File: src/rtl/core/msort_pkg.sv
// Shared types and constants for the merge sorter.
// No dependencies; imported by every module of the block.
`default_nettype none

package msort_pkg;

  localparam int MSORT_DATA_W    = 32;
  localparam int MSORT_DEPTH_DEF = 64;

  typedef logic signed [MSORT_DATA_W-1:0] msort_data_t;

  // Input transaction payload
  typedef struct packed {
    msort_data_t value;
    logic        last_item;
  } msort_in_t;

  // Result transaction payload
  typedef struct packed {
    msort_data_t sorted_value;
    logic        last_result;
    logic        overflowed;
  } msort_out_t;

  // Run status handed to the compare/select unit
  typedef struct packed {
    logic a_ok;  // left run still has elements
    logic b_ok;  // right run still has elements
  } msort_run_t;

  // Decision returned by the compare/select unit
  typedef struct packed {
    logic        take_a;
    msort_data_t wr_data;
  } msort_sel_t;

endpackage

`default_nettype wire

File: src/rtl/core/msort_ram.sv
// Element store: one write port and two registered read ports.
// Depends on msort_pkg for the data type.
`default_nettype none

module msort_ram
  import msort_pkg::*;
#(
  parameter  int DEPTH = MSORT_DEPTH_DEF,
  localparam int AW    = (DEPTH > 1) ? $clog2(DEPTH) : 1
) (
  input  wire logic            clk,
  input  wire logic            we,
  input  wire logic [AW-1:0]   wr_addr,
  input  wire msort_data_t     wr_data,
  input  wire logic [AW-1:0]   rd_addr_a,
  input  wire logic [AW-1:0]   rd_addr_b,
  output msort_data_t          rd_data_a,
  output msort_data_t          rd_data_b
);

  msort_data_t mem [DEPTH];

  // Write one element
  always_ff @(posedge clk) begin
    if (we) begin
      mem[wr_addr] <= wr_data;
    end
  end

  // Register both read ports
  always_ff @(posedge clk) begin
    rd_data_a <= mem[rd_addr_a];
    rd_data_b <= mem[rd_addr_b];
  end

endmodule

`default_nettype wire

File: config.mk
export PLATFORM = sky130hd
export DESIGN_NAME = msort_ram
export DESIGN_NICKNAME = d
export VERILOG_FILES = /design/src/rtl/core/msort_pkg.sv /design/src/rtl/core/msort_ram.sv
export SDC_FILE = /design/constraint.sdc
export NUM_CORES = 2
export LEC_CHECK = 0
export BUFFER_PORTS_ARGS = -buffer_cell sky130_fd_sc_hd__buf_2
export CORE_MARGIN = 4
export CORE_UTILIZATION = 35
export DETAILED_ROUTE_END_ITERATION = 7
export PLACE_DENSITY = 0.49
export SLEW_MARGIN = 30
export SYNTH_ARGS = -nofsm -noshare
export SYNTH_HDL_FRONTEND = slang
export SYNTH_SLANG_ARGS = --single-unit
File: constraint.sdc
create_clock -name clk -period 3.45 [get_ports clk]
set_clock_uncertainty 0.1 [all_clocks]
set_input_delay 0.1725 -clock clk [delete_from_list [all_inputs] [get_ports clk]]
set_output_delay 0.1725 -clock clk [all_outputs]
set_load 0.005 [all_outputs]
* Word level (Yosys, flattened, before mapping)
Memories as Yosys holds them, arrays and structs flattened. A register that Yosys moved wholly into a read port is not among the register bits.
Cells that the tools add are included.
** Storage, ports and cells
- Register bits after elaboration :: 0
- Bits in writable memories :: 2048
- Input port bits :: 52
- Logic and storage cells :: 3
- Memories :: 1
** Memories
- mem :: words 64, width 32, rd ports 2, clocked after memory_dff 2, write ports 1, RTL line msort_ram.sv:21 : msort_data_t mem [DEPTH];
** Cells by class
- Multiplexer cells :: 2
** Operators with widths (number)
- two-way mux 1 bit :: 2

* Depth between registers and ports, before layout
- Word-level depth :: 2
- Depth in mapped cells :: 10
- Depth with buffers taken out :: 5

* Worst setup path after synthesis
Ideal clock, no wire load.
- Path type :: input to register
- Start :: input wr_addr[3]
- End :: memory mem[48][0] (netlist bit), enable pin
- Library setup time :: 0.461 ns
- Data arrival time :: 2.902 ns
- Required time :: 2.889 ns
- Path slack :: -0.013 ns
- Stages on the path :: 4
- Buffers on the path :: 1
- Cells stage by stage :: clkbuf_1 -> nor2b_1 -> nand4b_1 -> nor3_1
** RTL lines
- start: declaration :: RTL line msort_ram.sv:13 : input wire logic [AW-1:0] wr_addr,
- end: declaration :: RTL line msort_ram.sv:21
No word-level cell before the write port.

==> metrics.yaml <==
status: "complete, no violations"
port_buffers: 115
die_x_um: 531
syn-num-nets: 4464
p_comb_frac: 0.087
yosys_most_used_dff: "edfxtp_1"
drv_cap: 0
place_hpwl_um: 207000
synth_edf_count: 2048
post_cts_buffers: 0
powerDensity_nw_per_um2: 517
grt_pass1_wl_um: 459000
firstDrtPassIters: 5
synth_cells: 4412
ys_seq_elements: 2112
nFillCells: 23500
ir_worst_vdd_v: 0.000416
finalMaxSlewViolations: 0
ctsResizeCount: 0
clockBufferDepth: 4
clock-sinks: 2112
clock_power_share: 0.422
vias: 52700
critPathRequiredTime_ns: 4.14
p_seq_frac: 0.491
hold_viol: 0
crit_path_max_fanout: 2
dr_wl_met2_um: 162000
ys_warn_count: 0
clock_latency_ns: 0.88
dp_slack_ns: 0.250
htree_levels: 4
antenna_found_initial: 22
crit_top_cell: "mux4_2"
netlist_top_cells_area: "edfxtp_1 (64%), mux4_2 (26%), mux2i_1 (2.1%), dfxtp_1 (1.3%), a22oi_1 (0.67%)"
first_global_vias: 53800
synthArstFlopShare: 0
wl_met1_um: 140000
synth_most_common_cell: "edfxtp_1"
syn_area_um2: 95700
initial_utilization: 0.352
finalSetupTns_ns: 0
avgSynthCellArea_um2: 21.7
fin_nets: 4933
cts_tree: "built"
route.detailed.drc: 0
hp-class: "in -> reg"
clock-root-buffer: "clkbuf_16"
setup_viol: 0
gp_congestion: 0.816
antenna_left: 0
p_switching_w: 0.0134
critPathTopFamily: "multiplexers"
fmax_mhz: 345
overflow: 0
cpPeakStageDelay_ns: 0.64
rows: 191
drtIter0Drc: 6087
path_buf_inv: 1
ios: 116
clk_pin_slew_worst_paths_ns: 0.06
synth_top_area_cell: "edfxtp_1"
cp_slowest_cell: "o22ai_1"
core_um2: 271000
top_layer: "met5"
period_share: 0.841
cp.arrival_ns: 3.59
synth_top_area_frac: 0.643
drive_above_1_share: 0.416
die_area_um2: 282000
grt_start_max_net_pins: 65
finalWirelength_um: 336000
area_growth_pct: 17.9
die_h_um: 531
grt_setup_unrepaired: "no"
met3_length_um: 23900
synth_cell_types: 38
maxSlewHeadroom: 0.328
path_cells: "mux4_2, mux4_2, o22ai_1, a21oi_1, dlygate4sd3_1"
p_leak_nw: 35.6
period_minus_slack_ns: 2.90
crit_type: "reg -> reg"
tightestPinTransition_ns: 1.01
crit_path_end_kind: "register"
grtUsageTotal: 0.237
swShare: 0.229
ys_seq_area_frac: 0.656
numCtsBuffers: 230
fin_ws_ns: 0.549
wl_per_cell_um: 38.8
synth_common_cells: "edfxtp_1 (2048), mux4_2 (1124), mux2i_1 (204)"
viasPerCell: 6.08
start_kind: "register"
internal_power_w: 0.0449
[worst register-to-register path: stages, from the launching register on]
cell and delay, ns:
edfxtp_1 0.38, mux4_2 0.49, mux4_2 0.51, o22ai_1 0.64, a21oi_1 0.09, dlygate4sd3_1 0.60
[per-stage QoR]
stage	cell area [µm²]	power [W]	utilization	std cells	hold WS (ns)
finish	113000	0.0583	0.415	8656	0.0591
global route	113000	0.0602	0.415	8644	0.0582
CTS	113000	0.0589	0.415	8638	0.00457
detailed placement	105000	0.0342	0.386	8172	0.453
global placement	105000	0.0342	0.386	8171	0.452
floorplan	95700	0.0318	-	4412	0.171
[worst paths after layout]
kind / from / endpoint / slack (ns) / cells after the start
hold / removal: wr_addr[3] / mem[63][23]$_DFFE_PP_ / 0.06 / 4
setup reg to reg: mem[47][12]$_DFFE_PP_ / rd_data_b[12]$_DFF_P_ / 0.55 / 5
hold reg to reg: mem[36][11]$_DFFE_PP_ / rd_data_a[11]$_DFF_P_ / 0.77 / 4
setup / recovery: mem[47][12]$_DFFE_PP_ / rd_data_b[12]$_DFF_P_ / 0.55 / 5
[area by class of cell]
cell class	instances	area [µm²]	share of cell area
antenna	16	40.0	0.000355
inverter	1	3.75	0.0000333
sequential	2112	62800	0.557
tap	3570	4470	0.0396
timing repair buffer	584	6400	0.0568
clock buffer	316	6390	0.0567
clock inverter	105	1030	0.00913
multi-input combinational	1952	31700	0.281
[flip-flops by register name, indices dropped and copies added (netlist names)]
name       count
rd_data_a     32
rd_data_b     32
mem         2048
[power groups by stage]
stage / Combinational (W) / Sequential [W] / Clock, W
2_1_floorplan: 0.00272 / 0.0290 / 0
3_3_place_gp: 0.00501 / 0.0292 / 0
3_5_place_dp: 0.00502 / 0.0292 / 0
4_1_cts: 0.00508 / 0.0286 / 0.0251
5_1_grt: 0.00532 / 0.0286 / 0.0262
6_report: 0.00505 / 0.0286 / 0.0246
[logic make-up (layout without fill, tap and decap cells)]
kind of cell / Yosys count / in the layout / share of synthesized area
multiplexers: 1364 / 1364 / 0.290
flip-flops: 2112 / 2112 / 0.656
AO/OA/AOI/OAI: 340 / 340 / 0.0239
other: 0 / 16 / 0
AND/OR/NAND/NOR: 248 / 248 / 0.0113
buffers and inverters: 348 / 1006 / 0.0183
[metal layers]
layer,track usage,vias up
met5,0,-
met4,0.0614,6
met3,0.0424,439
met2,0.386,2233
met1,0.330,29500
li1,-,20500
[what timing repair did]
item	in CTS	in global routing
endpoints found under the setup margin	0	0
hold buffers	45	0
hold endpoints to repair	1805	0
[cell usage in the layout (no fill, tap or decap), drive strengths merged, types with 15 or more instances in the layout]
cell | Yosys | final
a211oi | 15 | 15
a22oi | 85 | 85
diode | 0 | 16
clkinv | 0 | 76
mux2i | 204 | 204
edfxtp | 2048 | 2048
bufinv | 0 | 20
mux2 | 36 | 36
o211ai | 27 | 27
nand2 | 93 | 93
mux4 | 1124 | 1124
a21oi | 58 | 58
buf | 212 | 539
o22ai | 56 | 56
nor2b | 19 | 19
dfxtp | 64 | 64
nor2 | 94 | 94
dlygate4sd3 | 0 | 45
clkbuf | 135 | 316
o21ai | 49 | 49
o221ai | 16 | 16
No activity file was read; power rests on OpenSTA's default activity.
