==> src/rtl/core/msort_pkg.sv <==
// Shared types and constants for the merge sorter.
// No dependencies; imported by every module of the block.
`default_nettype none

package msort_pkg;

  localparam int MSORT_DATA_W    = 32;
  localparam int MSORT_DEPTH_DEF = 64;

  typedef logic signed [MSORT_DATA_W-1:0] msort_data_t;

  // Input transaction payload
  typedef struct packed {
    msort_data_t value;
    logic        last_item;
  } msort_in_t;

  // Result transaction payload
  typedef struct packed {
    msort_data_t sorted_value;
    logic        last_result;
    logic        overflowed;
  } msort_out_t;

  // Run status handed to the compare/select unit
  typedef struct packed {
    logic a_ok;  // left run still has elements
    logic b_ok;  // right run still has elements
  } msort_run_t;

  // Decision returned by the compare/select unit
  typedef struct packed {
    logic        take_a;
    msort_data_t wr_data;
  } msort_sel_t;

endpackage

`default_nettype wire

==> src/rtl/core/msort_merge_unit.sv <==
// Shared compare/select unit: picks the next element of a two-run merge.
// Depends on msort_pkg for the data and run status types.
`default_nettype none

module msort_merge_unit
  import msort_pkg::*;
(
  input  wire msort_data_t head_a,
  input  wire msort_data_t head_b,
  input  wire msort_run_t  run,
  output msort_sel_t       sel
);

  logic a_le_b;

  // Signed compare; ties go to the left run to keep the merge stable
  assign a_le_b = (head_a <= head_b);

  always_comb begin
    sel.take_a  = run.a_ok && (!run.b_ok || a_le_b);
    sel.wr_data = sel.take_a ? head_a : head_b;
  end

endmodule

`default_nettype wire

==> config.mk <==
export PLATFORM = sky130hd
export DESIGN_NAME = msort_merge_unit
export DESIGN_NICKNAME = d
export VERILOG_FILES = /design/src/rtl/core/msort_pkg.sv /design/src/rtl/core/msort_merge_unit.sv
export SDC_FILE = /design/constraint.sdc
export NUM_CORES = 1
export LEC_CHECK = 0
export BUFFER_PORTS_ARGS = -buffer_cell sky130_fd_sc_hd__buf_2
export CAP_MARGIN = 0
export CORE_UTILIZATION = 39
export DETAILED_ROUTE_END_ITERATION = 12
export PLACE_DENSITY = 0.8
export SETUP_SLACK_MARGIN = 0.05
export SLEW_MARGIN = 20
export SYNTH_ARGS = -nofsm -noshare
export SYNTH_HDL_FRONTEND = slang
export SYNTH_SLANG_ARGS = --single-unit
==> constraint.sdc <==
create_clock -name vclk -period 4.9
set_clock_uncertainty 0.2 [all_clocks]
set_input_delay 1.47 -clock vclk [all_inputs]
set_output_delay 1.47 -clock vclk [all_outputs]
set_load 0.005 [all_outputs]
# Word-level counts from Yosys, hierarchy flattened
# Cells that the tools add are included.
[word_totals] output_inout_bits=33 register_bits=0
[op_classes] mux=1 order_cmp=1 n_reduce_logical=3
[op_table] cell="<= comparator 32 bit" n=1
[op_table] cell="two-way mux 32 bit" n=1
[op_table] cell="logical AND 1 bit" n=1
[op_table] cell="zero test 1 bit" n=1
[op_table] cell="logical OR 1 bit" n=1

# Longest topological paths before layout
# Gate-level depths: netlist of run 1.
[logic_depth] depth_word=4 ltp_mapped=10

# Worst setup path before layout of run 1
# No wires, ideal clock.
[synth_timing] kind="input -> output" from="in head_b[30]" to="out sel[10] (netlist bit)" required_time_ps=3230 t_arrival_ps=3363 path_stages=10 path_slack_ps=-133 path_cell_list="inv_1 ha_1 a21oi_1 nand2_1 a221o_1 a211oi_2 and4_4 o21a_4 buf_12 mux2_4"
[synth_lines] item="start, declared" line="msort_merge_unit.sv:9" text="input wire msort_data_t head_b,"
[synth_lines] item="end, declared" line="msort_merge_unit.sv:11" text="output msort_sel_t sel"

==> flow_summary.yaml, run 1 <==
status:
  status: "finished with violations"
  violations: "setup timing"
logic_synthesis:
  ys_types: 27
  synthCells: 154
  seq_area_frac_synth_pct: 0
  synth_fa_ha_area_share_pct: 28.9
  synth_top_family_by_area: "multiplexers"
  synth-xor-area-share_pct: 0
  synth.avg_cell_area_um2: 9.00
  synth_mux_area_share_pct: 33.0
  ys_warn_count: 0
  synth_area_um2: 1390
  synth_compound_area_share_pct: 13.4
  synth-simple-area-share_pct: 11.7
  syn-num-nets: 252
layout:
  utilization_pct: 76.7
  drive_above_1_share_pct: 69.4
  sequential_cell_total: 0
  fill_cells: 236
  num_antenna_cells: 0
  area_growth_pct: 86.0
  final_cell_mix: "buf_2, buf_6, mux2_4, buf_4, inv_1"
  multi_input_area_um2: 1420
  fin_nets: 378
  n_clock_buffer: 0
  layout_commonest_cell: "buf_2"
  seq_area_um2: 0
worst_hold_path:
  min_path_type: "primary input to output pin"
  holdPathStages: 3
  hold_path.startpoint: "head_b[30]"
worst_setup_path:
  critPathLaunch: "head_b[29]"
  crit_top_cell: "buf_6"
  crit_path_start_kind: "primary input"
  arrival_ns: 3.74
  cpPeakStageDelay_ns: 0.30
  end_kind: "output pin"
  cp_data_required_time_ns: 3.23
  critical_path_class: "primary input to output pin"
  crit_path_max_fanout: 4
  cp_slowest_cell: "mux2_4"
  path_cells: "buf_8, inv_12, ha_4, nand4_1, buf_4, nor4_4, buf_4, o311ai_4, and4_4, o21a_4, buf_6, buf_6, mux2_4, buf_6"
job:
  max_cap_viol_count: 0
routing:
  wl_per_cell_um: 13.0
  vias: 1598
  drc: 0
  first_pass_iters: 3
  ant_nets: 0
  routed_wl_um: 4230
  viasPerCell: 4.93
  drt_iter0_markers: 28
sta:
  worst_pin_slew_ns: 0.332
  finalHoldViolations: 0
  rsz0062_at_grt: "true"
  max_freq_mhz: 185
  finalWorstSetupSlack_ns: -0.515
  finalCriticalPeriod_ns: 5.41
  slew_violations: 0
  min_period_over_period_pct: 111
  setup_viol: 33
  whs_ns: 3.04
  tns_ns: -14.79
  relSlewSlack_pct: 77.6
die:
  start_util_pct: 41.2
  pin_count: 99
  die_y_um: 61.6
  die-area_um2: 3800
  rows: 21
  core-area_um2: 3360
  die_w_um: 61.6
clocking:
  holdBufCountCts: 0
global_routing:
  grt_max_degree: 16
  grt_use_total_pct: 19.9
  grt_pass1_vias: 1461
  grt_pass1_wl_um: 5840
  antenna_found_initial: 0
  overflow: 0
placed_design:
  dp_hpwl_um: 3170
  port_buffers: 99
  pre_cts_slack_ns: -0.508
  gp_congestion: 0.720
pwr:
  power_density_nw_per_um2: 106
  p_total_uw: 273
  irDropWorstVdd_mv: 0.0513
  p_leak_uw: 0.00137
metal layers:
metal	track usage, %	up-vias	part of all wire [%]
met5	0	-	0
met4	1.27	0	0.21
met3	1.89	2	6.2
met2	40.4	67	55
met1	23.0	722	39
li1	-	807	-
final cells by class:
class | instances | share of cell area, %
multi-input cells | 119 | 54.9
repair buffers | 127 | 37.2
inverters | 32 | 5.63
well taps | 46 | 2.23
per-stage QoR:
stage / area, um^2 / cells
4_1_cts: 2460 / 321
5_1_grt: 2580 / 324
3_3_place_gp: 2190 / 314
6_report: 2580 / 324
3_5_place_dp: 2190 / 314
2_1_floorplan: 1540 / 154
kinds of logic (layout without fill, tap and decap cells):
logic type	count (synthesis)	in the layout
buffers and inverters	35	159
AO/OA/AOI/OAI	27	27
multiplexers	31	31
AND/OR/NAND/NOR	29	29
adder cells (fa/ha/maj)	32	32
Yosys cell counts (2+ instances only):
cell type	count	area [um^2]
a21boi_0	2	15.0
a21oi_1	13	65.1
buf_12	3	60.1
ha_1	32	400
inv_1	32	120
mux2_2	2	22.5
mux2_4	29	435
nand2_1	5	18.8
nand3_1	5	25.0
nand4_1	7	43.8
nor2_1	4	15.0
nor2b_1	2	12.5
nor3_1	2	10.0
o211ai_1	2	15.0
o21ai_0	2	10.0
report_power, final:
group	switching, uW	internal [uW]
Combinational	105	167
Clock	0	0
Sequential	0	0
Total	105	167
path summary, 6_finish.rpt:
kind | to
setup / recovery | sel[31]
hold / removal | sel[30]
worst max-delay path: cells and delay by family:
kind	cells	cell delay, ns
adders and majority gates	1	0.26
AOI/OAI and AO/OA	2	0.33
buffers and inverters	7	0.82
and+or+nand+nor	3	0.56
muxes	1	0.30
timing repair:
item                                    CTS  global route
resized for setup                        41            21
buffers inserted                          7             4
endpoints found under the setup margin   33            33
endpoints found under the hold margin     0             0
pin swaps                                14            11
gates cloned                              1             0
Power figures use the tool's default switching activity.
==> inputs of run 2 (changes only) <==
SETUP_SLACK_MARGIN = 0.4   (was 0.05)
==> flow_summary.yaml, run 2 (synthesis gave the netlist of run 1 again) <==
global_routing:
  grt_pass1_wl_um: 5600
  antenna_found_initial: 0
  grt_use_total_pct: 19.1
  overflow: 0
  grt_max_degree: 14
  grt_pass1_vias: 1488
sta:
  finalHoldViolations: 0
  min_period_over_period_pct: 110
  setup_viol: 33
  tns_ns: -14.67
  finalWorstSetupSlack_ns: -0.485
  rsz0062_at_grt: "true"
  max_freq_mhz: 186
  relSlewSlack_pct: 83.4
  finalCriticalPeriod_ns: 5.38
  slew_violations: 0
  worst_pin_slew_ns: 0.245
die:
  rows: 21
  core-area_um2: 3360
  die-area_um2: 3800
  die_y_um: 61.6
  start_util_pct: 41.2
  die_w_um: 61.6
  pin_count: 99
worst_setup_path:
  crit_family: "buffers and inverters"
  crit_path_max_fanout: 13
  cp_data_required_time_ns: 3.23
  crit_path_start_kind: "primary input"
  arrival_ns: 3.71
  critical_path_class: "primary input to output pin"
  path_cells: "buf_2, inv_1, ha_1, nand4_1, buf_4, nor3_1, a211oi_2, o211ai_1, o21a_4, buf_12, mux2_4, buf_6"
  cpPeakStageDelay_ns: 0.32
  cp_slowest_cell: "mux2_4"
  end_kind: "output pin"
  path_buf_inv: 5
layout:
  fin_nets: 373
  sequential_cell_total: 0
  seq_area_um2: 0
  drive_above_1_share_pct: 70.0
  final_cell_mix: "buf_6, buf_2, mux2_4, buf_4"
  num_antenna_cells: 0
  layout_commonest_cell: "buf_6"
  final_cell_count_no_fill: 319
  n_clock_buffer: 0
  area_growth_pct: 90.4
placed_design:
  dp_hpwl_um: 3000
  port_buffers: 99
  gp_congestion: 0.713
  pre_cts_slack_ns: -0.540
  dpl.cell_count: 316
routing:
  wl_met1_um: 1630
  drt_iter0_markers: 23
  wl_per_cell_um: 14.4
  viasPerCell: 5.12
  wl_met2_um: 2590
  drc: 0
  vias: 1632
  top_layer: "met4"
  first_pass_iters: 4
  met3WireLength_um: 295
  ant_nets: 0
  routed_wl_um: 4590
pwr:
  p_clk_share_pct: 0
  combinationalPowerShare_pct: 100.0
  p_total_uw: 287
  irDropWorstVdd_mv: 0.0615
  switchingPower_uw: 108
  p_int_uw: 179
  power_density_nw_per_um2: 109
  p_sw_share_pct: 37.7
  p_leak_uw: 0.00138
  power_frac_seq_pct: 0
status:
  status: "finished with violations"
  violations: "setup timing"
worst_hold_path:
  min_path_type: "primary input to output pin"
  hold_path.startpoint: "head_b[18]"
  holdPathStages: 3
  holdPathEnd: "sel[18]"
job:
  max_cap_viol_count: 0
clocking:
  holdBufCountCts: 0
## run 2: changes by cell type in the layout (fill, tap and decap cells not counted), moves of 2 or more
cell / previous run / this run
buf_6: 33 / 49
inv_2: 5 / 9
inv_1: 21 / 18
nor3_2: 2 / 0
buf_2: 66 / 48
ha_4: 12 / 14
buf_4: 24 / 21
ha_1: 20 / 18
nor3_1: 0 / 2
buf_12: 1 / 3
## run 2: layout make-up
type / instances / area, um^2
multi-input combinational: 119 / 1420
fill: 227 / 723
tap: 46 / 57.6
timing repair buffer: 122 / 1020
inverter: 32 / 143
## run 2: tightest hold or removal path, stage by stage
cell	delay, ns
buf_6	0.07
mux2_4	0.13
buf_6	0.08
## run 2: through the flow
stage                     hold WS [ns]  util [%]  instance area, um^2
after floorplan                   2.86         -                 1540
after global placement            3.04      65.9                 2220
after CTS                         3.03      73.2                 2460
after global routing              3.04      78.5                 2640
final                             3.03      78.5                 2640
after detailed placement          3.05      65.9                 2220
## run 2: layer usage
metal  vias up  global-route usage (%)
met5         -                       0
met4         0                    1.90
met3         8                    2.31
met2        73                    40.6
met1       748                    20.0
li1        803                       -
## run 2: worst max-delay path by stage
stage               start       to  slack, ns  cells after the start
2_1_floorplan  head_b[29]  sel[10]      -0.07                     10
3_3_place_gp   head_b[29]   sel[1]      -0.51                     12
3_5_place_dp   head_b[29]   sel[1]      -0.54                     12
4_1_cts        head_a[22]   sel[1]      -0.41                     11
5_1_grt        head_b[20]   sel[1]      -0.59                     12
6_report       head_b[20]  sel[28]      -0.48                     12
## run 2: what timing repair did
item / CTS / global route
endpoints found under the setup margin: 33 / 33
pin swaps: 6 / 4
setup buffers: 3 / 0
gates resized for setup: 47 / 29
## run 2: power by group through the flow
stage,Sequential (uW),Combinational (uW),Clock (uW)
2_1_floorplan,0,132,0
3_3_place_gp,0,217,0
3_5_place_dp,0,222,0
4_1_cts,0,246,0
5_1_grt,0,311,0
6_report,0,287,0
==> inputs of run 3 (changes only) <==
--- a/config.mk
+++ b/config.mk
@@ -8,4 +8,5 @@
 export BUFFER_PORTS_ARGS = -buffer_cell sky130_fd_sc_hd__buf_2
 export CAP_MARGIN = 0
+export CORE_ASPECT_RATIO = 1.5
 export CORE_UTILIZATION = 39
 export DETAILED_ROUTE_END_ITERATION = 12
==> constraint.sdc (replaced) <==
create_clock -name vclk -period 4.9
set_clock_uncertainty 0.2 [all_clocks]
set_input_delay 1.47 -clock vclk [all_inputs]
set_output_delay 1.47 -clock vclk [all_outputs]
set_load 0.02 [all_outputs]
==> flow_summary.yaml, run 3 (synthesis gave the netlist of run 1 again) <==
routing:
  wl_met2_um: 2780
  wl_per_cell_um: 14.2
  drt_iter0_markers: 11
  routed_wl_um: 4490
  ant_nets: 0
  met3WireLength_um: 259
  wl_met1_um: 1420
  drc: 0
  first_pass_iters: 4
  vias: 1627
  top_layer: "met4"
  viasPerCell: 5.13
global_routing:
  grt_max_degree: 16
  grt_pass1_wl_um: 6580
  antenna_found_initial: 0
  grt_pass1_vias: 1696
  overflow: 0
  grt_use_total_pct: 22.2
sta:
  finalCriticalPeriod_ns: 5.39
  worst_pin_slew_ns: 0.251
  max_freq_mhz: 186
  finalHoldViolations: 0
  slew_violations: 0
  min_period_over_period_pct: 110
  rsz0062_at_grt: "true"
  setup_viol: 33
  whs_ns: 3.05
  relSlewSlack_pct: 83.2
  tns_ns: -13.46
  finalWorstSetupSlack_ns: -0.486
layout:
  final_cell_mix: "buf_2, buf_6, mux2_4, buf_4, inv_1"
  multi_input_area_um2: 1440
  n_clock_buffer: 0
  drive_above_1_share_pct: 71.3
  seq_area_um2: 0
  fin_nets: 375
  fill_cells: 247
  layout_commonest_cell: "buf_2"
  area_growth_pct: 92.6
  num_antenna_cells: 0
  sequential_cell_total: 0
worst_setup_path:
  critPathLaunch: "head_b[19]"
  end_kind: "output pin"
  crit_path_start_kind: "primary input"
  cp_data_required_time_ns: 3.23
  crit_path_max_fanout: 8
  critical_path_class: "primary input to output pin"
  arrival_ns: 3.72
die:
  core-area_um2: 3420
  rows: 26
  die_y_um: 75.0
  pin_count: 99
  die-area_um2: 3800
  die_w_um: 50.7
  start_util_pct: 40.6
pwr:
  p_leak_uw: 0.00138
  power_frac_seq_pct: 0
  power_density_nw_per_um2: 122
  p_sw_share_pct: 43.2
  switchingPower_uw: 141
  combinationalPowerShare_pct: 100.0
  irDropWorstVdd_mv: 0.0913
  p_clk_share_pct: 0
  p_int_uw: 185
placed_design:
  dp_hpwl_um: 3210
  gp_congestion: 0.715
  port_buffers: 99
clocking:
  holdBufCountCts: 0
status:
  violations: "setup timing"
  status: "finished with violations"
worst_hold_path:
  hold_path.startpoint: "head_b[21]"
  min_path_type: "primary input to output pin"
job:
  max_cap_viol_count: 0
==> run 3: cell count changes in the layout (fill, tap and decap cells not counted), moves of 2 or more <==
| cell | previous run | this run |
|---|---|---|
| inv_2 | 9 | 7 |
| mux2_2 | 2 | 0 |
| inv_4 | 4 | 6 |
| buf_2 | 48 | 53 |
| buf_6 | 49 | 43 |
| mux2_4 | 29 | 31 |
==> run 3: layout make-up <==
class,instances,share of cell area [%]
inverters,32,5.53
multi-input cells,119,53.8
well taps,42,1.97
repair buffers,124,38.7
==> run 3: path summary, 6_finish.rpt <==
check | cells after the start | endpoint
setup / recovery | 13 | sel[19]
hold / removal | 3 | sel[21]
==> run 3: power by group through the flow <==
stage | registers, uW | logic (uW) | clock network, uW
6_report | 0 | 325 | 0
5_1_grt | 0 | 349 | 0
3_3_place_gp | 0 | 244 | 0
2_1_floorplan | 0 | 166 | 0
3_5_place_dp | 0 | 251 | 0
4_1_cts | 0 | 304 | 0
==> run 3: worst max-delay path, cell delays in order <==
cell and delay [ns]:
buf_2 0.09, inv_1 0.08, ha_4 0.28, nand4_1 0.11
nor4_2 0.29, buf_4 0.17, o31ai_1 0.07, and4_4 0.19
o21a_4 0.23, buf_12 0.13, buf_12 0.14, mux2_4 0.31
buf_6 0.13
==> run 3: stage by stage <==
stage	setup slack, ns	power [uW]	instance area (um^2)	std cells	util (%)
2_1_floorplan	-0.122	166	1540	154	-
3_3_place_gp	-0.492	244	2180	309	63.7
3_5_place_dp	-0.523	251	2180	309	63.7
4_1_cts	-0.494	304	2550	315	74.7
5_1_grt	-0.556	349	2670	317	78.2
6_report	-0.486	325	2670	317	78.2
==> run 3: repair_timing <==
| action | CTS | global route |
|---|---|---|
| buffers inserted | 5 | 2 |
| setup endpoints to repair | 33 | 33 |
| gates cloned | 1 | 0 |
| gates resized for setup | 80 | 28 |
| pin swaps | 21 | 7 |
==> run 3: per-layer routing <==
metal / vias up / global-route usage, %
met5: - / 0
met4: 0 / 2.78
met3: 4 / 3.03
met2: 58 / 53.3
met1: 762 / 17.7
li1: 803 / -
